**config.mk**
```make
export PLATFORM = sky130hd
export DESIGN_NAME = mcbrf_front
export DESIGN_NICKNAME = d
export VERILOG_FILES = /design/src/sv/multi_channel_byte_ring_fifo_core_defines.svh /design/src/sv/mcbrf_pkg.sv /design/src/sv/mcbrf_front.sv
export SDC_FILE = /design/constraint.sdc
export NUM_CORES = 1
export LEC_CHECK = 0
export ABC_AREA = 0
export BUFFER_PORTS_ARGS = -buffer_cell sky130_fd_sc_hd__buf_2
export CELL_PAD_IN_SITES_DETAIL_PLACEMENT = 1
export CELL_PAD_IN_SITES_GLOBAL_PLACEMENT = 2
export CORE_MARGIN = 3
export CORE_UTILIZATION = 10
export DETAILED_ROUTE_END_ITERATION = 16
export PLACE_DENSITY = 0.95
export SYNTH_ARGS = -nofsm -noshare
export SYNTH_HDL_FRONTEND = slang
export SYNTH_SLANG_ARGS = --single-unit
```
**constraint.sdc**
```tcl
create_clock -name vclk -period 0.8
set_clock_uncertainty 0.2 [all_clocks]
set_input_delay 0.16 -clock vclk [all_inputs]
set_output_delay 0.16 -clock vclk [all_outputs]
set_load 0.05 [all_outputs]
```
**src/sv/multi_channel_byte_ring_fifo_core_defines.svh**
```systemverilog
// Assertion helpers shared by the RTL files.
`ifndef MULTI_CHANNEL_BYTE_RING_FIFO_CORE_DEFINES_SVH
`define MULTI_CHANNEL_BYTE_RING_FIFO_CORE_DEFINES_SVH

// Same-cycle implication, disabled during reset.
`define MCBRF_ASSERT_IMP(lbl, clk, rst, ante, cons) \
  lbl: assert property (@(posedge clk) disable iff (rst) (ante) |-> (cons)) \
    else $error("%m: check failed");

// Next-cycle implication, disabled during reset.
`define MCBRF_ASSERT_NXT(lbl, clk, rst, ante, cons) \
  lbl: assert property (@(posedge clk) disable iff (rst) (ante) |=> (cons)) \
    else $error("%m: check failed");

`endif

```
**src/sv/mcbrf_pkg.sv**
```systemverilog
package mcbrf_pkg;

  // Opcodes on the input tuser
  localparam logic [1:0] OP_WRITE  = 2'd0;
  localparam logic [1:0] OP_READ   = 2'd1;
  localparam logic [1:0] OP_CLEAR  = 2'd2;
  localparam logic [1:0] OP_STATUS = 2'd3;

  // Longest read burst
  localparam logic [6:0] MAX_BURST = 7'd64;

  // Configuration port
  localparam int NUM_CFG = 3;
  localparam int CFG_AW  = 4;

  // Command and result queues
  localparam int QUEUE_LOG2  = 2;
  localparam int QUEUE_DEPTH = 2 ** QUEUE_LOG2;

  // Stream widths
  localparam int IN_TDATA_W  = 16;
  localparam int IN_TUSER_W  = 4;
  localparam int OUT_TDATA_W = 32;
  localparam int OUT_TUSER_W = 2;

  typedef enum logic [2:0] {
    CMD_WRITE,
    CMD_READ,
    CMD_CLEAR,
    CMD_STATUS,
    CMD_BAD
  } cmd_kind_t;

  typedef struct packed {
    cmd_kind_t  kind;
    logic [1:0] channel;
    logic [7:0] data;
    logic [6:0] count;
  } cmd_t;

  typedef struct packed {
    logic [7:0] data_out;
    logic       byte_valid;
    logic       last;
    logic       accepted;
    logic [8:0] fill_level;
    logic [8:0] free_space;
  } res_t;

  typedef struct packed {
    logic       wr;
    logic [1:0] index;
    logic [8:0] value;
  } cfg_wr_t;

endpackage

```
**src/sv/mcbrf_front.sv**
```systemverilog
module mcbrf_front #(
  parameter int CHANNELS = 3
) (
  input  logic                                s_tvalid,
  output logic                                s_tready,
  input  logic [mcbrf_pkg::IN_TDATA_W-1:0]    s_tdata,  // data_in[7:0], read_count[14:8]
  input  logic [mcbrf_pkg::IN_TUSER_W-1:0]    s_tuser,  // op[1:0], channel[3:2]
  input  logic                                q_full,
  output logic                                push,
  output mcbrf_pkg::cmd_t                     cmd
);

  logic [1:0] op;
  logic [1:0] chan;
  logic [6:0] want;
  logic       chan_ok;

  assign op      = s_tuser[1:0];
  assign chan    = s_tuser[3:2];
  assign want    = s_tdata[14:8];
  assign chan_ok = (32'(chan) < CHANNELS);

  assign s_tready = !q_full;
  assign push     = s_tvalid && !q_full;

  // classify the transfer into a command
  always_comb begin
    cmd.channel = chan;
    cmd.data    = s_tdata[7:0];
    cmd.count   = (want > mcbrf_pkg::MAX_BURST) ? mcbrf_pkg::MAX_BURST : want;
    unique case (op)
      mcbrf_pkg::OP_WRITE:  cmd.kind = mcbrf_pkg::CMD_WRITE;
      mcbrf_pkg::OP_READ:   cmd.kind = mcbrf_pkg::CMD_READ;
      mcbrf_pkg::OP_CLEAR:  cmd.kind = mcbrf_pkg::CMD_CLEAR;
      mcbrf_pkg::OP_STATUS: cmd.kind = mcbrf_pkg::CMD_STATUS;
      default:              cmd.kind = mcbrf_pkg::CMD_STATUS;
    endcase
    // out-of-range channel: ignored, parked on channel zero
    if (!chan_ok) begin
      cmd.kind    = mcbrf_pkg::CMD_BAD;
      cmd.channel = 2'd0;
    end
  end

endmodule

```
Word-level counts from Yosys, hierarchy flattened
Index checks and enable logic that the tools add are counted.
{"block": "totals", "latchBits": 0, "ramBits": 0, "mem_count": 0, "register_bits": 0, "word_cells": 11, "inputBits": 22, "rom_bits": 0, "out_inout_bits": 22}
{"block": "op_classes", "shift": 0, "n_eq_ne": 3, "bitwise": 0, "reduce_logical": 3, "n_lt_le_gt_ge": 2, "mul": 0, "div_mod_pow": 0, "n_mux": 3, "add_sub_neg": 0}
{"operator": "3-bit case mux with 4 select lines", "n": 1}
{"operator": "7-bit greater-than comparator (second input constant)", "n": 1}
{"operator": "7-bit two-way mux", "n": 1}
{"operator": "5-bit two-way mux", "n": 1}
{"operator": "2-bit == test (second input constant)", "n": 2}
{"operator": "2-bit by 1-bit == test with 1-bit output (second input constant)", "n": 1}
{"operator": "2-bit logical NOT", "n": 1}
{"operator": "2-bit < comparator (second input constant)", "n": 1}
{"operator": "1-bit logical AND", "n": 1}
{"operator": "1-bit logical NOT", "n": 1}

Depth between registers and ports, before layout
Gate-level depths: netlist of the first run.
{"block": "depth", "ltp_word": 3, "depth_mapped": 1, "depth_no_buf": 1}

Worst setup path before layout of the first run
Ideal clock, no wire load.
{"block": "synth_path", "kind": "input-to-output", "startpoint": "in s_tuser[0] (netlist name)", "endpoint": "out cmd[17] (netlist name)", "stages": 1, "path_buffers": 0, "required_ps": 440, "arrival_ps": 1299, "path_slack_ps": -859, "path_cell_list": "a21boi_0"}
{"block": "synth_via", "elab_chain_len": 3, "word_cells_on_any_way": 6, "cone_classes": "3 x eq/ne; 2 x mux; 1 x reduce/logical"}
{"item": "from (decl)", "line": "mcbrf_front.sv:7", "source": "input logic [mcbrf_pkg::IN_TUSER_W-1:0] s_tuser,"}
{"item": "2-bit == test, or another cell as far along", "line": "mcbrf_front.sv:31", "source": "unique case (op)"}
{"item": "3-bit case mux with 4 select lines (*)", "line": "mcbrf_front.sv:31"}
{"item": "5-bit two-way mux (*)", "line": "mcbrf_front.sv:39", "source": "if (!chan_ok) begin"}
{"item": "to (decl)", "line": "mcbrf_front.sv:10", "source": "output mcbrf_pkg::cmd_t cmd"}
Every way passes the cells marked *; elsewhere a longest branch is shown, timed or not. The select of a mux whose other input is x is not followed.

==> reports/metrics.yaml, run 1 <==
start_util: 0.1103
min_path_type: "primary input to output port"
violations: "negative setup slack"
fin_nets: 65
critPathCapture: "cmd[15]"
rows: 13
dp_hpwl_um: 481.1
final_cell_mix: "buf_6, nor2b_4, buf_2"
max_freq_ghz: 0.9906
wirelength_um: 617
synth.area.mux_share: 0
finalHoldViolations: 0
finalCriticalPeriod_ps: 1010
powerDensity_nw_per_um2: 787.5
cp_data_arrival_time_ps: 650
core_area_um2: 1350
io_pins: 44
grt_pass1_vias: 196
dpl-instance-area_um2: 327.8
grt-ovfl-total: 0
critical_path_peak_fanout: 5
setup_viol: 14
crit_start: "s_tuser[3]"
synthDistinctLibCells: 7
fin_crit_sh: 1.262
tightest_slew_ps: 110.7
synth_xor_area_frac: 0
relSlewSlack: 0.9264
synth_fa_ha_area_frac: 0
synthCells: 22
critical_path.cell_chain: "buf_12 > and2b_4 > buf_8"
status: "finished with violations"
grt_max_degree: 8
dieArea_um2: 1988
synth_nets: 44
slew_violations: 0
stdcell_area_um2: 510.5
cp_slowest_cell: "and2b_4"
drt_iter0_drc: 0
synth_compound_area_frac: 0.1008
drc: 0
antenna_found_initial: 0
vias: 205
critPathKind: "primary input to output port"
yosys_warnings: 0
n_sequential_cell: 0
max_stage_delay_ps: 240
grtUsageTotal: 0.05921
ys_seq_area_frac: 0
dr.pass1.iters: 1
critPathTopFamily: "buffers and inverters"
met3_length_um: 71
die_h_um: 44.59
wirelength_met1_um: 142
syn_to_final_growth_pct: 242.9
cap_violations: 0
multi_input_area_um2: 166.4
syn_area_um2: 148.9
max-vdd-ir-drop_uv: 208.0
rsz0062_at_grt: "true"
synth_area_per_cell_um2: 6.768
fill_cells: 156
nClkBuffers: 0
layout.cells.non_filler: 56
grt_pass1_wl_um: 917
critPathRequiredTime_ps: 440
synth_top_family_by_area: "buffers and inverters"
wire_per_inst_um: 11.02
final_layout_size_suffix_gt1_frac: 1.000
yosys.area_share.simple: 0.4454
register_area_um2: 0
p_leak_nw: 0.2561
portBuffers: 27
postRouteAntennaNets: 0
holdBufCountCts: 0
vias_per_cell: 3.661
cp.depth: 3
place_inst: 55
chipWidth_um: 44.59
wl_met2_um: 403
final_common_cell: "buf_6"
setup_ws_ps: -209.5
cp_num_buf_inv: 2
cp-start-kind: "primary input"
endpoint_kind: "output port"
routabilityCongestion: 0.5041
routed.top_layer: "met3"
n_antenna_cell: 0
==> layer usage <==
layer	global-route usage	up-vias
met5	0	-
met4	0.006024	0
met3	0.01220	0
met2	0.1232	11
met1	0.05952	97
li1	-	97
==> worst min-delay path by stage <==
stage / startpoint / endpoint / slack, ps / depth (start not counted)
finish: s_tdata[3] / cmd[10] / 120 / 0
detailed placement: s_tdata[5] / cmd[12] / 120 / 0
floorplan: s_tdata[14] / cmd[0] / 180 / 1
CTS: s_tdata[5] / cmd[12] / 120 / 0
global route: s_tdata[4] / cmd[11] / 120 / 0
global placement: s_tdata[5] / cmd[12] / 120 / 0
==> kinds of logic after synthesis <==
group	Yosys count
compound gates	2
buf+inv	10
simple gates	10
==> metrics by stage <==
step                setup slack, ps  hold WS [ps]  total power, W  setup TNS, ps    util
floorplan                    -70.58         177.9       0.0003113         -359.8       -
global placement             -353.9         120.3       0.0002893          -3964  0.2428
detailed placement           -366.5         120.3       0.0002937          -4096  0.2428
CTS                          -214.9         120.3       0.0003879          -1543  0.3559
global route                 -218.9         120.1       0.0004185          -1806  0.3781
finish                       -209.5         120.0       0.0004020          -1591  0.3781
==> cell type report <==
| type | instances | area share |
|---|---|---|
| timing repair buffer | 28 | 0.6225 |
| multi-input combinational | 12 | 0.3260 |
| tap | 15 | 0.03676 |
| inverter | 1 | 0.01471 |
==> synthesized netlist by cell type, drive strengths merged <==
master	n	share of area
a21boi	2	0.10
inv	1	0.025
buf	8	0.40
and2	1	0.050
nor2b	8	0.34
clkbuf	1	0.025
and2b	1	0.059
==> power by group <==
part,internal (W),switching (W),total (W)
Sequential,0,0,0
Clock,0,0,0
Combinational,0.000194,0.000208,0.000402
Total,0.000194,0.000208,0.000402
==> timing repair <==
item	CTS	global route
setup buffers	0	1
resized for setup	46	5
cloned	0	0
pin swaps	3	0
endpoints found under the setup margin	14	14
No activity file was read; power rests on OpenSTA's default activity.
==> inputs of run 2 (changes only) <==
==> constraint.sdc (replaced) <==
create_clock -name vclk -period 1
set_clock_uncertainty 0.2 [all_clocks]
set_input_delay 0.2 -clock vclk [all_inputs]
set_output_delay 0.2 -clock vclk [all_outputs]
set_load 0.05 [all_outputs]
==> reports/metrics.yaml, run 2 (same netlist as run 1, synthesis figures left out) <==
cp-start-kind: "primary input"
setup_ws_ps: -67.23  # +142.3 ps
cap_violations: 0  # unchanged
dpl-instance-area_um2: 321.6  # -1.9%
powerDensity_nw_per_um2: 643.3  # -18%
fin_nets: 64  # -1.5%
register_area_um2: 0  # unchanged
cp_num_buf_inv: 2  # unchanged
endpoint_kind: "output port"
cp_data_arrival_time_ps: 670  # +20 ps
antenna_found_initial: 0  # unchanged
critical_path_peak_fanout: 5  # unchanged
start_util: 0.1103  # unchanged
worst_hold_slack_ps: 200.0  # +80.00 ps
slew_violations: 0  # unchanged
post-place-ws_ps: -214.6  # +151.9 ps
max_freq_ghz: 0.9370
fill_cells: 151  # -3.2%
final_layout_size_suffix_gt1_frac: 0.9750  # -0.02500
syn_to_final_growth_pct: 207.6
grt_max_degree: 8  # unchanged
grt_pass1_wl_um: 855  # -6.8%
rows: 13  # unchanged
portBuffers: 27  # unchanged
setup_viol: 4  # -10
relSlewSlack: 0.9024  # -0.02397
vias_per_cell: 3.727  # +1.8%
rsz0062_at_grt: "true"
cp_slowest_cell: "and2b_2"
wire_per_inst_um: 10.04  # -8.9%
grt_pass1_vias: 236  # +20%
core_area_um2: 1350  # unchanged
holdBufCountCts: 0  # unchanged
violations: "negative setup slack"
finalHoldViolations: 0  # unchanged
grtUsageTotal: 0.05263  # -0.006579
n_sequential_cell: 0  # unchanged
tightest_slew_ps: 147.6  # +36.89 ps
post_cts_buffers: 0  # unchanged
dr.pass1.iters: 1  # unchanged
postRouteAntennaNets: 0  # unchanged
chipWidth_um: 44.59  # unchanged
nClkBuffers: 0  # unchanged
fin_setup_tns_ps: -151.4  # +1439 ps
critPathTopFamily: "buffers and inverters"
grt-ovfl-total: 0  # unchanged
status: "finished with violations"
io_pins: 44  # unchanged
drc: 0  # unchanged
wirelength_um: 552  # -11%
p_leak_nw: 0.2427  # -5.2%
vias: 205  # unchanged
place_inst: 55  # unchanged
dieArea_um2: 1988  # unchanged
fin_crit_sh: 1.067
drt_iter0_drc: 0  # unchanged
die_h_um: 44.59  # unchanged
critical_path.cell_chain: "buf_12 > and2b_2 > buf_8"
critPathRequiredTime_ps: 600  # +160 ps
routabilityCongestion: 0.5404  # +7.2%
stdcell_area_um2: 457.9  # -10%
finalCriticalPeriod_ps: 1067
final_common_cell: "buf_6"
min_path_type: "primary input to output port"
max_stage_delay_ps: 220  # -20 ps
final_cell_mix: "buf_6, buf_2, nor2b_4"
critPathKind: "primary input to output port"
layout.cells.non_filler: 55  # -1.8%
n_antenna_cell: 0  # unchanged
max-vdd-ir-drop_uv: 162.4  # -22%
run 2: metal layers:
layer / GRT usage / share of wire
met2: 0.1232 / 0.63
met1: 0.04524 / 0.23
met3: 0.004065 / 0.13
met4: 0.006024 / 0
met5: 0 / 0
run 2: through the flow:
step	power, W	util
after global placement	0.0002268	0.2382
final	0.0002946	0.3392
after CTS	0.0002949	0.3355
after detailed placement	0.0002298	0.2382
after floorplan	0.0002456	-
after global routing	0.0003072	0.3392
run 2: final cells by class:
type                            count  area (µm²)  area share
Multi-Input combinational cell     12       163.9      0.3579
Tap cell                           15       18.77     0.04098
Inverter                            1       3.754    0.008197
Timing Repair Buffer               27       271.5      0.5929
run 2: final timing paths:
path | slack (ps) | to | depth (start not counted) | from
max | -70 | cmd[15] | 3 | s_tuser[3]
min | 200 | cmd[11] | 0 | s_tdata[4]
run 2: timing repair:
| item | 4_1_cts | 5_1_grt |
|---|---|---|
| gates cloned | 0 | 0 |
| pin swaps | 2 | 1 |
| gates resized for setup | 40 | 1 |
| setup endpoints to repair | 14 | 9 |
run 2: power by group:
group / internal [W] / total [W] / switching [W]
combinational: 0.000134 / 0.000295 / 0.000160
clock: 0 / 0 / 0
sequential: 0 / 0 / 0
==> inputs of run 3 (changes only) <==
==> constraint.sdc (replaced) <==
create_clock -name vclk -period 1.13
set_clock_uncertainty 0.2 [all_clocks]
set_input_delay 0.226 -clock vclk [all_inputs]
set_output_delay 0.226 -clock vclk [all_outputs]
set_load 0.05 [all_outputs]
==> reports/metrics.yaml, run 3 (same netlist as run 1, synthesis figures left out) <==
post_cts_resize_count: 15  # -63%
endpoint_kind: "output port"
critPathKind: "primary input to output port"
wire_per_inst_um: 9.127  # -9.1%
wirelength_um: 502  # -9.1%
powerDensity_nw_per_um2: 607.1  # -5.6%
grt_pass1_wl_um: 648  # -24%
n_sequential_cell: 0  # unchanged
nClkBuffers: 0  # unchanged
portBuffers: 27  # unchanged
io_pins: 44  # unchanged
fin_crit_sh: 0.9896
cp_slowest_cell: "and2b_2"
dieArea_um2: 1988  # unchanged
cp.depth: 3  # unchanged
start_util: 0.1103  # unchanged
max-vdd-ir-drop_uv: 133.9  # -18%
cp_num_buf_inv: 2  # unchanged
dp_hpwl_um: 438.7
finalHoldViolations: 0  # unchanged
die_h_um: 44.59  # unchanged
cap_violations: 0  # unchanged
drc: 0  # unchanged
chipWidth_um: 44.59  # unchanged
min_path_type: "primary input to output port"
fill_cells: 163  # +7.9%
fin_nets: 64  # unchanged
critical_path_peak_fanout: 5  # unchanged
slew_violations: 0  # unchanged
final_common_cell: "buf_2"
p_leak_nw: 0.1867  # -23%
total_power_w: 0.0002157  # -27%
holdCritStartpoint: "s_tdata[1]"
stdcell_area_um2: 355.3  # -22%
post_cts_buffers: 0  # unchanged
setup_viol: 0  # -4
critPathRequiredTime_ps: 700  # +100 ps
critPathTopFamily: "buffers and inverters"
finalCriticalPeriod_ps: 1118
final_cell_mix: "buf_2, nor2b_2, buf_6"
drt_iter0_drc: 0  # unchanged
postRouteAntennaNets: 0  # unchanged
grt_pass1_vias: 191  # -19%
critPathCapture: "cmd[15]"
grtUsageTotal: 0.03947  # -0.01316
n_antenna_cell: 0  # unchanged
vias_per_cell: 3.764  # +0.98%
dpl-instance-area_um2: 274.0  # -15%
grt_max_degree: 8  # unchanged
cpMostUsedCell: "buf_8"
max_freq_ghz: 0.8943
tightest_slew_ps: 252.4  # +104.8 ps
crit_start: "s_tuser[3]"
cp_data_arrival_time_ps: 690  # +20 ps
syn_to_final_growth_pct: 138.7
final_layout_size_suffix_gt1_frac: 0.9750  # unchanged
routabilityCongestion: 0.5483  # +1.5%
core_area_um2: 1350  # unchanged
register_area_um2: 0  # unchanged
status: "finished, final reports clean"
rows: 13  # unchanged
vias: 207  # +0.98%
holdBufCountCts: 0  # unchanged
dr.pass1.iters: 1  # unchanged
rsz0062_at_grt: "false"
max_stage_delay_ps: 220  # about the same
cp-start-kind: "primary input"
antenna_found_initial: 0  # unchanged
grt-ovfl-total: 0  # unchanged
multi_input_area_um2: 116.4  # -29%
critical_path.cell_chain: "buf_8 > and2b_2 > buf_8"
relSlewSlack: 0.8329  # -0.06953
==> run 3: how the worst min path moves through the flow <==
| stage | end | slack, ps | depth (start not counted) |
|---|---|---|---|
| floorplan | cmd[18] | 340 | 1 |
| global placement | cmd[14] | 250 | 0 |
| detailed placement | cmd[14] | 250 | 0 |
| CTS | cmd[14] | 250 | 0 |
| global route | cmd[10] | 250 | 0 |
| finish | cmd[8] | 250 | 0 |
==> run 3: per-layer routing <==
metal	wire, µm	track usage	up-vias	share of wire
li1	-	-	94	-
met1	94	0.02857	86	0.19
met2	272	0.09169	25	0.54
met3	130	0.01220	2	0.26
met4	5	0.006024	0	0.010
met5	0	0	-	0
==> run 3: report_power, final <==
group	internal [W]	total (W)	switching, W
registers	0	0	0
logic	0.0000848	0.000216	0.000131
clock network	0	0	0
==> run 3: cell type report <==
cell class / instances / area share
Inverter: 1 / 0.01056
Multi-Input combinational cell: 12 / 0.3275
Tap cell: 15 / 0.05282
Timing Repair Buffer: 27 / 0.6092
==> run 3: stage by stage <==
step           TNS (ps)  hold WS (ps)  worst slack (ps)  instances    util
2_1_floorplan   -0.4308         344.5           -0.4308         22       -
3_3_place_gp     -597.9         252.3            -109.4         55  0.2030
3_5_place_dp     -690.9         252.3            -122.2         55  0.2030
4_1_cts          -24.87         252.3            -24.87         55  0.2326
5_1_grt               0         252.1            0.5268         55  0.2632
6_report              0         252.0             11.78         55  0.2632
