File: src/sv/multi_channel_byte_ring_fifo_core_defines.svh
// Assertion helpers shared by the RTL files.
`ifndef MULTI_CHANNEL_BYTE_RING_FIFO_CORE_DEFINES_SVH
`define MULTI_CHANNEL_BYTE_RING_FIFO_CORE_DEFINES_SVH

// Same-cycle implication, disabled during reset.
`define MCBRF_ASSERT_IMP(lbl, clk, rst, ante, cons) \
  lbl: assert property (@(posedge clk) disable iff (rst) (ante) |-> (cons)) \
    else $error("%m: check failed");

// Next-cycle implication, disabled during reset.
`define MCBRF_ASSERT_NXT(lbl, clk, rst, ante, cons) \
  lbl: assert property (@(posedge clk) disable iff (rst) (ante) |=> (cons)) \
    else $error("%m: check failed");

`endif

File: src/sv/mcbrf_queue.sv
module mcbrf_queue #(
  parameter int WIDTH = 8,
  parameter int LOG2  = 2
) (
  input  logic             clk,
  input  logic             rst,
  input  logic             push,
  input  logic [WIDTH-1:0] push_data,
  input  logic             pop,
  output logic [WIDTH-1:0] head,
  output logic             valid,
  output logic             full,
  output logic [LOG2:0]    count
);

  logic [WIDTH-1:0] slots [2**LOG2];
  logic [LOG2-1:0]  wr_ptr;
  logic [LOG2-1:0]  rd_ptr;
  logic             push_ok;
  logic             pop_ok;

  assign valid   = (count != '0);
  assign full    = (count == (LOG2+1)'(2**LOG2));
  assign push_ok = push && !full;
  assign pop_ok  = pop && valid;
  assign head    = slots[rd_ptr];

  // storage
  always_ff @(posedge clk) begin
    if (push_ok) begin
      slots[wr_ptr] <= push_data;
    end
  end

  // pointers and occupancy
  always_ff @(posedge clk) begin
    if (rst) begin
      wr_ptr <= '0;
      rd_ptr <= '0;
      count  <= '0;
    end else begin
      if (push_ok) begin
        wr_ptr <= wr_ptr + LOG2'(1);
      end
      if (pop_ok) begin
        rd_ptr <= rd_ptr + LOG2'(1);
      end
      count <= count + (LOG2+1)'(push_ok) - (LOG2+1)'(pop_ok);
    end
  end

endmodule

File: config.mk
export PLATFORM = sky130hd
export DESIGN_NAME = mcbrf_queue
export DESIGN_NICKNAME = d
export VERILOG_FILES = /design/src/sv/multi_channel_byte_ring_fifo_core_defines.svh /design/src/sv/mcbrf_queue.sv
export SDC_FILE = /design/constraint.sdc
export NUM_CORES = 1
export LEC_CHECK = 0
export BUFFER_PORTS_ARGS = -buffer_cell sky130_fd_sc_hd__buf_4
export CAP_MARGIN = 15
export CELL_PAD_IN_SITES_DETAIL_PLACEMENT = 0
export CELL_PAD_IN_SITES_GLOBAL_PLACEMENT = 1
export CORE_ASPECT_RATIO = 1.2
export CORE_MARGIN = 5
export CORE_UTILIZATION = 42
export CTS_CLUSTER_DIAMETER = 50
export DETAILED_ROUTE_END_ITERATION = 10
export GPL_TIMING_DRIVEN = 0
export PLACE_DENSITY = 0.69
export SYNTH_ARGS = -nofsm -noshare
export SYNTH_HDL_FRONTEND = slang
export SYNTH_SLANG_ARGS = --single-unit
File: constraint.sdc
create_clock -name clk -period 5.1 [get_ports clk]
set_input_delay 0.51 -clock clk [delete_from_list [all_inputs] [get_ports clk]]
set_output_delay 0.51 -clock clk [all_outputs]
set_load 0.01 [all_outputs]
After elaboration in Yosys (flattened, before gate mapping)
Memory sizes are Yosys's and may differ from the RTL's. A register that Yosys moved wholly into a read port is not among the register bits.
Cells that the tools add are included.

cells by class
  add/sub/neg operators = 4
  equality and inequality tests = 1
  mux-type cells = 4
  reductions and logical operators = 4

operators with widths
  operator                                      number
  adder 2 x 1 -> 2 bit (second input constant)  2
  two-way mux 2 bit                             2
  adder 3 x 1 -> 3 bit                          1
  equality test 3 bit (second input constant)   1
  nonzero test 3 bit                            1
  subtractor 3 x 1 -> 3 bit                     1
  logical AND 1 bit                             2
  two-way mux 1 bit                             2
  logical NOT 1 bit                             1

storage, ports and cells
  flip-flop bits (word level) = 7
  bits in writable memories = 32
  input bits = 12
  output and inout bits = 13
  logic and storage cells = 17
  memories kept = 1

memories
  memory  words  bits a word  rd ports  clocked after Yosys merged registers in  wr ports  line               RTL
  slots   4      8            1         1                                        1         mcbrf_queue.sv:16  logic [WIDTH-1:0] slots [2**LOG2];

Logic depth before layout (Yosys ltp)
Gate-level depths: netlist (run 1).

  depth in word-level cells = 5
  gate-level depth with buffers = 11
  mapped depth without buffers = 11

Least setup slack after synthesis (run 1)
OpenSTA, ideal clock, no wires.

  path type = register to register
  start point = reg count[2]
  end point = reg count[2]
  setup time = 0.078 ns
  arrival time = 2.140 ns
  required time = 5.022 ns
  path slack = 2.883 ns
  stages on the path, launching flop included = 12
  buffers on the path = 0
  period minus slack after synthesis = 2.217 ns
  cells stage by stage = dfxtp_1 nor3b_2 nor2_2 inv_1 ha_1 inv_1 ha_1 inv_1 fa_1 xor2_1 and2_1 nor3_1

between the ends
  cells in the longest elaborated chain, start to end = 5
  elaborated cells between the ends (all ways) = 7
  those cells by class = 2 x add/sub; 1 x eq/ne; 4 x reduce/logical

ends and longest elaborated chain
  what                       line               RTL
  from (decl)                mcbrf_queue.sv:13  output logic [LOG2:0] count
  from (signal assigned)     mcbrf_queue.sv:48  count <= count + (LOG2+1)'(push_ok) - (LOG2+1)'(pop_ok);
  equality test 3 bit        mcbrf_queue.sv:23  assign full = (count == (LOG2+1)'(2**LOG2));
  via full                   mcbrf_queue.sv:12  output logic full,
  logical NOT 1 bit          mcbrf_queue.sv:24  assign push_ok = push && !full;
  logical AND 1 bit          mcbrf_queue.sv:24
  adder 3 x 1 -> 3 bit       mcbrf_queue.sv:48
  subtractor 3 x 1 -> 3 bit  mcbrf_queue.sv:48

The timed path passes the listed nets, and every way through them passes these cells.
A chain may end at the register's enable or synchronous reset.

Worst setup path after layout (run 1)
  start point = reg count[1]
  end point = reg count[2]

between the ends
  cells in the longest elaborated chain, start to end = 5
  elaborated cells between the ends (all ways) = 7
  those cells by class = 2 x add/sub; 1 x eq/ne; 4 x reduce/logical

ends and longest elaborated chain
  what                         line
  equality test 3 bit          mcbrf_queue.sv:23
  logical NOT 1 bit            mcbrf_queue.sv:24
  logical AND 1 bit            mcbrf_queue.sv:24
  adder 3 x 1 -> 3 bit         mcbrf_queue.sv:48
  subtractor 3 x 1 -> 3 bit *  mcbrf_queue.sv:48

Mark *: on every way between the ends. The rest lies on a longest branch, timed or not.

==> results.json, run 1 <==
{
  "dpl-instance-area_um2": 1870,
  "final-max-slew-violation-count": 0,
  "dieHeight_um": 78.3,
  "area_growth_syn_to_layout_pct": 19.8,
  "grt_max_degree": 14,
  "htreeDepth": 2,
  "synth-async-reset-ratio_pct": 0,
  "dieWidth_um": 66.9,
  "nets": 140,
  "drt_pre_antenna_iters": 4,
  "gr-total-overflow": 0,
  "relSlewSlack_pct": 63.9,
  "viasPerCell": 4.88,
  "p_per_area_nw_per_um2": 489,
  "worstPathArrival_ps": 2500,
  "yosys_warnings": 0,
  "antenna_found_initial": 0,
  "place.gp.congestion": 0.681,
  "cts_buffer_depth": 2,
  "cts_hold_buf": 0,
  "syn_inst": 91,
  "critPathMaxFanout": 8,
  "cts_tree": "yes",
  "dp_hpwl_mm": 1.80,
  "die_area_um2": 5240,
  "critPathCaptureType": "register",
  "tightestPinTransition_ps": 541,
  "cts_made_buffers": 5,
  "yosys_register_bits": 41,
  "fin_crit_sh_pct": 44.7,
  "postCtsSetupRepairBufs": 0,
  "fmax_mhz": 438,
  "postSynthAreaPerCell_um2": 17.9,
  "hold_ws_ps": 403,
  "tns_ps": 0,
  "layout_commonest_cell": "edfxtp_1",
  "post-place-ws_ps": 2750,
  "finalHoldViolations": 0,
  "dpl.cell_count": 166,
  "stdcell_area_um2": 1960,
  "synthesis.area_um2": 1630,
  "io_buffers": 23,
  "grt_pass1_vias": 894,
  "synth_cell_types": 25,
  "antenna_cells": 0,
  "finalPower_uw": 958,
  "drt_iter0_drc": 30,
  "fin_cells": 174,
  "drive_above_1_share_pct": 36.9,
  "grt_first_pass_wirelength_mm": 4.32,
  "final_cell_mix": "edfxtp_1 (32), buf_4 (24), dfxtp_1 (9)",
  "required_ps": 5320,
  "num_vias": 849,
  "status": "finished clean",
  "synthesis.nets": 110,
  "ys_seq_area_share_pct": 69.9,
  "fillCellCount": 307,
  "max_cap_viol_count": 0,
  "grt_usage_pct": 11.6,
  "cts_root_buf": "clkbuf_8",
  "rows": 24,
  "synth-edff-count": 32,
  "path_clk_slew_ps": 70,
  "r2r_cells": 11,
  "worst_slack_ps": 2820,
  "rsz0062_at_grt": "no",
  "crit_path_start_kind": "register",
  "drtAntennaViolNets": 0,
  "routed_wl_mm": 2.58,
  "core_um2": 3690,
  "ctsResizeCount": 0,
  "synth_flop_cell": "edfxtp_1",
  "io_pins": 25,
  "fin_skew_ps": 4.07,
  "p_leak_nw": 0.720,
  "clkSinkCount": 41,
  "wl_per_cell_um": 14.8,
  "hold_path_depth": 2,
  "fin_util_pct": 53.0,
  "start_util_pct": 44.2,
  "hold_class": "input pin to register",
  "layout_min_cycle_time_ps": 2280,
  "clkLatencyLatePin_ps": 290,
  "setup_viol": 0,
  "vdd.ir_drop.worst_uv": 235,
  "drc_errors": 0,
  "setup.worst_path.class": "register to register"
}
==> cell usage after synthesis (all sizes together) (2+ instances only) <==
| cell | number | area, µm² |
|---|---|---|
| ha | 6 | 75.1 |
| dfxtp | 9 | 180 |
| buf | 2 | 18.8 |
| nor2 | 6 | 25.0 |
| mux4 | 8 | 180 |
| xor2 | 2 | 17.5 |
| nand2b | 2 | 12.5 |
| inv | 6 | 22.5 |
| or3 | 2 | 13.8 |
| edfxtp | 32 | 961 |
| and2 | 5 | 31.3 |
==> critical path, stage by stage, from the launching register on <==
cell and delay, ps:
dfxtp_1 480, nor3b_2 120, nor2_2 200, inv_1 90
ha_1 290, inv_1 60, ha_1 130, inv_1 50
fa_1 360, xor2_1 160, and2_1 160, nor3_1 110
==> cells by family after synthesis <==
group	after synthesis	share of synthesized area, %
flops	41	69.9
mux	9	11.6
compound gates	4	1.76
simple gates	18	6.51
buf+inv	9	2.76
xor+xnor	3	1.61
fa+ha+maj	7	5.82
==> layout make-up <==
type | count | area [µm²] | area share (%)
well taps | 52 | 65.1 | 3.32
plain buffers | 3 | 22.5 | 1.15
repair buffers | 23 | 173 | 8.82
clock inverters | 3 | 17.5 | 0.895
inverters | 6 | 22.5 | 1.15
clock buffers | 5 | 68.8 | 3.52
multi-input cells | 41 | 447 | 22.8
flip-flops and latches | 41 | 1140 | 58.3
==> power breakdown <==
part	switching, mW	total (mW)	internal (mW)	leakage [nW]
clock	0.109	0.204	0.0943	0.0439
sequential	0.0337	0.447	0.413	0.367
combinational	0.141	0.307	0.167	0.309
==> routing by layer <==
metal | vias up | wire length (µm) | track usage, %
met1 | 426 | 1060 | 13.3
met4 | 0 | 65 | 6.69
met5 | - | 0 | 0
li1 | 395 | - | -
met2 | 21 | 1310 | 18.8
met3 | 7 | 145 | 3.71
==> registers in the layout, summed over array words and instances, names as in the netlist, named ones only <==
register  flops
slots        32
rd_ptr        2
count         3
wr_ptr        2
==> worst paths after layout <==
| check | slack, ps | start | end |
|---|---|---|---|
| setup / recovery | 2820 | count[1]$_SDFF_PP0_ | count[2]$_SDFF_PP0_ |
| hold / removal | 400 | rst | count[1]$_SDFF_PP0_ |
| setup reg to reg | 2820 | count[1]$_SDFF_PP0_ | count[2]$_SDFF_PP0_ |
| hold reg to reg | 520 | wr_ptr[1]$_SDFFE_PP0P_ | wr_ptr[1]$_SDFFE_PP0P_ |
(Power assumes the default switching activity.)
==> run 2, diff against run 1 <==
- PLACE_DENSITY: 0.69 -> 0.72
- clock period: 5.1 -> 2 ns (I/O delays scaled with it)
==> results.json, run 2 (same netlist as run 1, synthesis figures left out) <==
{
  "layout_min_cycle_time_ps": 1960,
  "wl_per_cell_um": 14.4,
  "drive_above_1_share_pct": 48.1,
  "maxUsedRoutingLayer": "met4",
  "dpl-instance-area_um2": 1890,
  "cts_root_buf": "clkbuf_8",
  "p_leak_nw": 0.781,
  "critPathCaptureType": "register",
  "p_per_area_nw_per_um2": 1330,
  "max_cap_viol_count": 0,
  "vdd.ir_drop.worst_uv": 783,
  "cts_made_buffers": 5,
  "status": "finished clean",
  "stdcell_area_um2": 2110,
  "cts_tree": "yes",
  "critPathMaxFanout": 3,
  "htreeDepth": 2,
  "grt_usage_pct": 11.4,
  "dieWidth_um": 66.9,
  "grt_first_pass_wirelength_mm": 4.34,
  "io_buffers": 23,
  "drtAntennaViolNets": 0,
  "clkSinkCount": 41,
  "antenna_cells": 0,
  "met1Wirelength_mm": 1.05,
  "grt_max_degree": 14,
  "setup_viol": 0,
  "required_ps": 2210,
  "tightestPinTransition_ps": 480,
  "layout_commonest_cell": "buf_4",
  "place.gp.congestion": 0.711,
  "cts_hold_buf": 0,
  "hold_class": "input pin to register",
  "reg_top3": "slots (32), count (3)",
  "grt_pass1_vias": 932,
  "dieHeight_um": 78.3,
  "cts_buffer_depth": 2,
  "final_cell_mix": "buf_4 (33), edfxtp_1 (32), mux4_2 (8)",
  "gr-total-overflow": 0,
  "netSwitchingFraction_pct": 28.0,
  "intPower_mw": 2.03,
  "drt_pre_antenna_iters": 4,
  "drt_iter0_drc": 42,
  "routed_wl_mm": 2.64,
  "dp_hpwl_mm": 1.76,
  "num_vias": 854,
  "nets": 149,
  "drc_errors": 0,
  "antenna_found_initial": 0,
  "core_um2": 3690,
  "clkLatencyLatePin_ps": 290,
  "viasPerCell": 4.67,
  "rows": 24,
  "die_area_um2": 5240,
  "fmax_mhz": 510,
  "relSlewSlack_pct": 68.0,
  "hold_path.startpoint": "rst",
  "worstPathArrival_ps": 2170,
  "p_sw_uw": 787,
  "largest_reg_flops": 32,
  "start_util_pct": 44.2,
  "met3_length_um": 149,
  "r2r_start": "count[2]$_SDFF_PP0_",
  "final-max-slew-violation-count": 0,
  "crit_path_start": "count[2]$_SDFF_PP0_",
  "crit_path_start_kind": "register",
  "path_clk_slew_ps": 70,
  "wl_met2_mm": 1.39,
  "seqPwrFrac_pct": 40.9,
  "combinationalPowerShare_pct": 36.5,
  "io_pins": 25,
  "fin_crit_sh_pct": 98.0,
  "fin_skew_ps": 6.14,
  "area_growth_syn_to_layout_pct": 29.3,
  "power_frac_clock_pct": 22.6,
  "top_register": "slots",
  "finalHoldViolations": 0,
  "rsz0062_at_grt": "yes",
  "tns_ps": 0,
  "setup.worst_path.class": "register to register"
}
-- run 2: cell count changes in the layout (fill, tap and decap cells not counted), moves of 2 or more --
cell / previous run / this run
inv_2: 0 / 3
inv_1: 6 / 3
buf_4: 24 / 33
dfxtp_4: 0 / 3
dfxtp_1: 9 / 6
ha_4: 0 / 2
ha_1: 6 / 4
-- run 2: worst max-delay path, cell delays in order (launching register included) --
cell     delay, ps
dfxtp_4        360
o31a_4         360
ha_4           210
inv_2           60
ha_4           120
inv_2           30
fa_2           350
xor2_2         160
and2_1         130
nor3_1         100
-- run 2: area by class of cell --
| class | count | area (µm²) |
|---|---|---|
| Tap cell | 52 | 65.1 |
| Sequential cell | 41 | 1150 |
| Fill cell | 313 | 1580 |
| Buffer | 3 | 22.5 |
| Clock buffer | 6 | 72.6 |
| Clock inverter | 2 | 35.0 |
| Multi-Input combinational cell | 41 | 500 |
| Timing Repair Buffer | 32 | 240 |
| Inverter | 6 | 22.5 |
-- run 2: final timing paths --
check | slack (ps) | cells past startpoint | end
max reg2reg | 40 | 9 | count[2]$_SDFF_PP0_
max | 40 | 9 | count[2]$_SDFF_PP0_
min reg2reg | 520 | 2 | wr_ptr[1]$_SDFFE_PP0P_
min | 100 | 2 | count[1]$_SDFF_PP0_
-- run 2: power by group through the flow --
stage	clock, mW	combinational, mW	sequential (mW)
2_1_floorplan	0	0.505	1.17
5_1_grt	0.690	1.13	1.17
4_1_cts	0.651	0.983	1.15
6_report	0.635	1.03	1.15
3_3_place_gp	0	0.807	1.17
3_5_place_dp	0	0.808	1.18
-- run 2: timing repair --
| item | 4_1_cts | 5_1_grt |
|---|---|---|
| setup buffers | 7 | 2 |
| setup endpoints to repair | 2 | 1 |
| gates resized for setup | 10 | 1 |
| pin swaps | 7 | 4 |
-- run 2: per-layer routing --
metal / up-vias / global-route usage [%]
li1: 414 / -
met1: 414 / 12.3
met2: 20 / 19.6
met3: 6 / 3.71
met4: 0 / 5.48
met5: - / 0
-- run 2: per-stage QoR --
step	utilization (%)	std cells	hold slack [ps]	setup slack, ps	power (mW)
3_5_place_dp	51.1	166	395	-160	1.99
3_3_place_gp	51.1	166	393	-141	1.98
6_report	57.1	183	95.1	40.4	2.81
4_1_cts	56.5	181	83.4	-20.0	2.79
2_1_floorplan	-	91	299	-45.2	1.68
5_1_grt	57.1	183	87.4	-28.2	2.99
==> run 3, diff against run 2 <==
- PLACE_DENSITY: 0.72 -> 0.69
- clock period: 2 -> 1.94 ns (I/O delays scaled with it)
==> results.json, run 3 (same netlist as run 1, synthesis figures left out) <==
{
  "status": "finished with violations",
  "violations": "setup timing",
  "die_area_um2": 5240,
  "critPathCaptureType": "register",
  "reg_top3": "slots (32), count (3)",
  "worstHoldEndpoint": "count[1]$_SDFF_PP0_",
  "worstPathArrival_ps": 2190,
  "power_frac_clock_pct": 18.4,
  "crit_path_start_kind": "register",
  "grt_max_degree": 12,
  "crit_slowest_cell": "dfxtp_2",
  "dieHeight_um": 78.3,
  "critPathMaxFanout": 6,
  "drive_above_1_share_pct": 46.1,
  "clkLatencyLatePin_ps": 280,
  "hold_class": "input pin to register",
  "cpPeakStageDelay_ps": 380,
  "core_um2": 3690,
  "netSwitchingFraction_pct": 29.2,
  "setup_viol": 1,
  "hold_path_depth": 2,
  "hold_path.startpoint": "rst",
  "tns_ps": -72.5,
  "drc_errors": 0,
  "fmax_mhz": 497,
  "antenna_cells": 0,
  "reg2reg_to": "count[2]$_SDFF_PP0_",
  "met3_usage_pct": 4.71,
  "rsz0062_at_grt": "yes",
  "rrSetupSlack_ps": -70,
  "top_register": "slots",
  "max_cap_viol_count": 0,
  "path_clk_slew_ps": 70,
  "multi_input_area_um2": 498,
  "intPower_mw": 1.92,
  "stdcell_area_um2": 2060,
  "r2r_cells": 11,
  "post-place-ws_ps": -264,
  "nets": 147,
  "p_leak_nw": 0.755,
  "seq_area_um2": 1150,
  "hold_ws_ps": 102,
  "final_cell_mix": "edfxtp_1 (32), buf_4 (31), mux4_2 (8)",
  "htreeDepth": 2,
  "start_util_pct": 44.2,
  "fin_crit_sh_pct": 104,
  "drtAntennaViolNets": 0,
  "gr-total-overflow": 0,
  "area_growth_syn_to_layout_pct": 26.3,
  "wl_per_cell_um": 15.0,
  "num_vias": 843,
  "combinationalPowerShare_pct": 37.5,
  "cp_cell_sequence": "nor3b_4, nor2_4, inv_2, ha_4, inv_4, ha_4, inv_2, fa_2, xor2_1, and2_1, nor3_2",
  "p_per_area_nw_per_um2": 1320,
  "dpl.cell_count": 166,
  "cts_root_buf": "clkbuf_8",
  "fin_skew_ps": 3.91,
  "grtUsageMet2_pct": 19.2,
  "fillCellCount": 314,
  "setup.worst_path.class": "register to register",
  "final-max-slew-violation-count": 0,
  "use_met1_pct": 13.1,
  "dpl-instance-area_um2": 1890,
  "grt_pass1_vias": 918,
  "tightestPinTransition_ps": 498,
  "drt_iter0_drc": 27,
  "grt_usage_pct": 11.6,
  "grt_first_pass_wirelength_mm": 4.37,
  "rows": 24,
  "drt_pre_antenna_iters": 2,
  "finalPower_mw": 2.71,
  "required_ps": 2110,
  "vdd.ir_drop.worst_uv": 778,
  "routed_wl_mm": 2.70,
  "dp_hpwl_mm": 1.82,
  "cts_made_buffers": 5,
  "relSlewSlack_pct": 66.8,
  "io_buffers": 23,
  "fin_util_pct": 55.8,
  "cts_tree": "yes",
  "antenna_found_initial": 0,
  "clkSinkCount": 41,
  "grt_busiest_layer": "met2",
  "dieWidth_um": 66.9,
  "fin_cells": 180,
  "finalHoldViolations": 0,
  "layout_commonest_cell": "edfxtp_1",
  "place.gp.congestion": 0.642,
  "cts_hold_buf": 0,
  "seqPwrFrac_pct": 44.1,
  "r2r_start": "count[0]$_SDFF_PP0_",
  "cts_buffer_depth": 2,
  "largest_reg_flops": 32,
  "layout_min_cycle_time_ps": 2010,
  "worst_slack_ps": -72.5,
  "p_sw_uw": 792,
  "io_pins": 25,
  "viasPerCell": 4.68
}
==> run 3: metal layers <==
metal / up-vias / part of all wire [%]
li1: 411 / -
met1: 401 / 41
met2: 24 / 51
met3: 7 / 5.8
met4: 0 / 2.2
met5: - / 0
==> run 3: worst max path at each step <==
| stage | slack (ps) | endpoint | cells after the start | start |
|---|---|---|---|---|
| after floorplan | -110 | count[2]$_SDFF_PP0_ | 11 | count[2]$_SDFF_PP0_ |
| after global placement | -200 | count[2]$_SDFF_PP0_ | 11 | count[2]$_SDFF_PP0_ |
| after detailed placement | -260 | count[2]$_SDFF_PP0_ | 11 | count[2]$_SDFF_PP0_ |
| after CTS | -130 | count[2]$_SDFF_PP0_ | 11 | count[2]$_SDFF_PP0_ |
| after global routing | -160 | count[2]$_SDFF_PP0_ | 11 | count[2]$_SDFF_PP0_ |
| final | -70 | count[2]$_SDFF_PP0_ | 11 | count[0]$_SDFF_PP0_ |
==> run 3: area by class of cell <==
type | instances | share of cell area (%)
Clock inverter | 1 | 0.182
Tap cell | 52 | 3.16
Multi-Input combinational cell | 41 | 24.2
Sequential cell | 41 | 55.8
Inverter | 6 | 1.21
Timing Repair Buffer | 30 | 10.9
Clock buffer | 6 | 3.52
Buffer | 3 | 1.09
==> run 3: timing repair <==
action	4_1_cts	5_1_grt
gates resized for setup	9	2
buffers inserted	4	3
endpoints found under the setup margin	2	2
hold endpoints to repair	0	0
pin swaps	6	2
==> run 3: power by group through the flow <==
stage	logic [mW]	clock network [mW]	registers [mW]
2_1_floorplan	0.520	0	1.21
3_3_place_gp	0.827	0	1.21
3_5_place_dp	0.841	0	1.22
4_1_cts	0.966	0.516	1.20
5_1_grt	1.12	0.550	1.21
6_report	1.02	0.498	1.20
==> run 3: worst max-delay path, delay by kind of cell, from the launching register on <==
kind                     cells  cell delay, ps
AND/OR/NAND/NOR              4             530
buffers and inverters        3             160
flip-flops                   1             380
XOR/XNOR                     1             170
adder cells (fa/ha/maj)      3             680
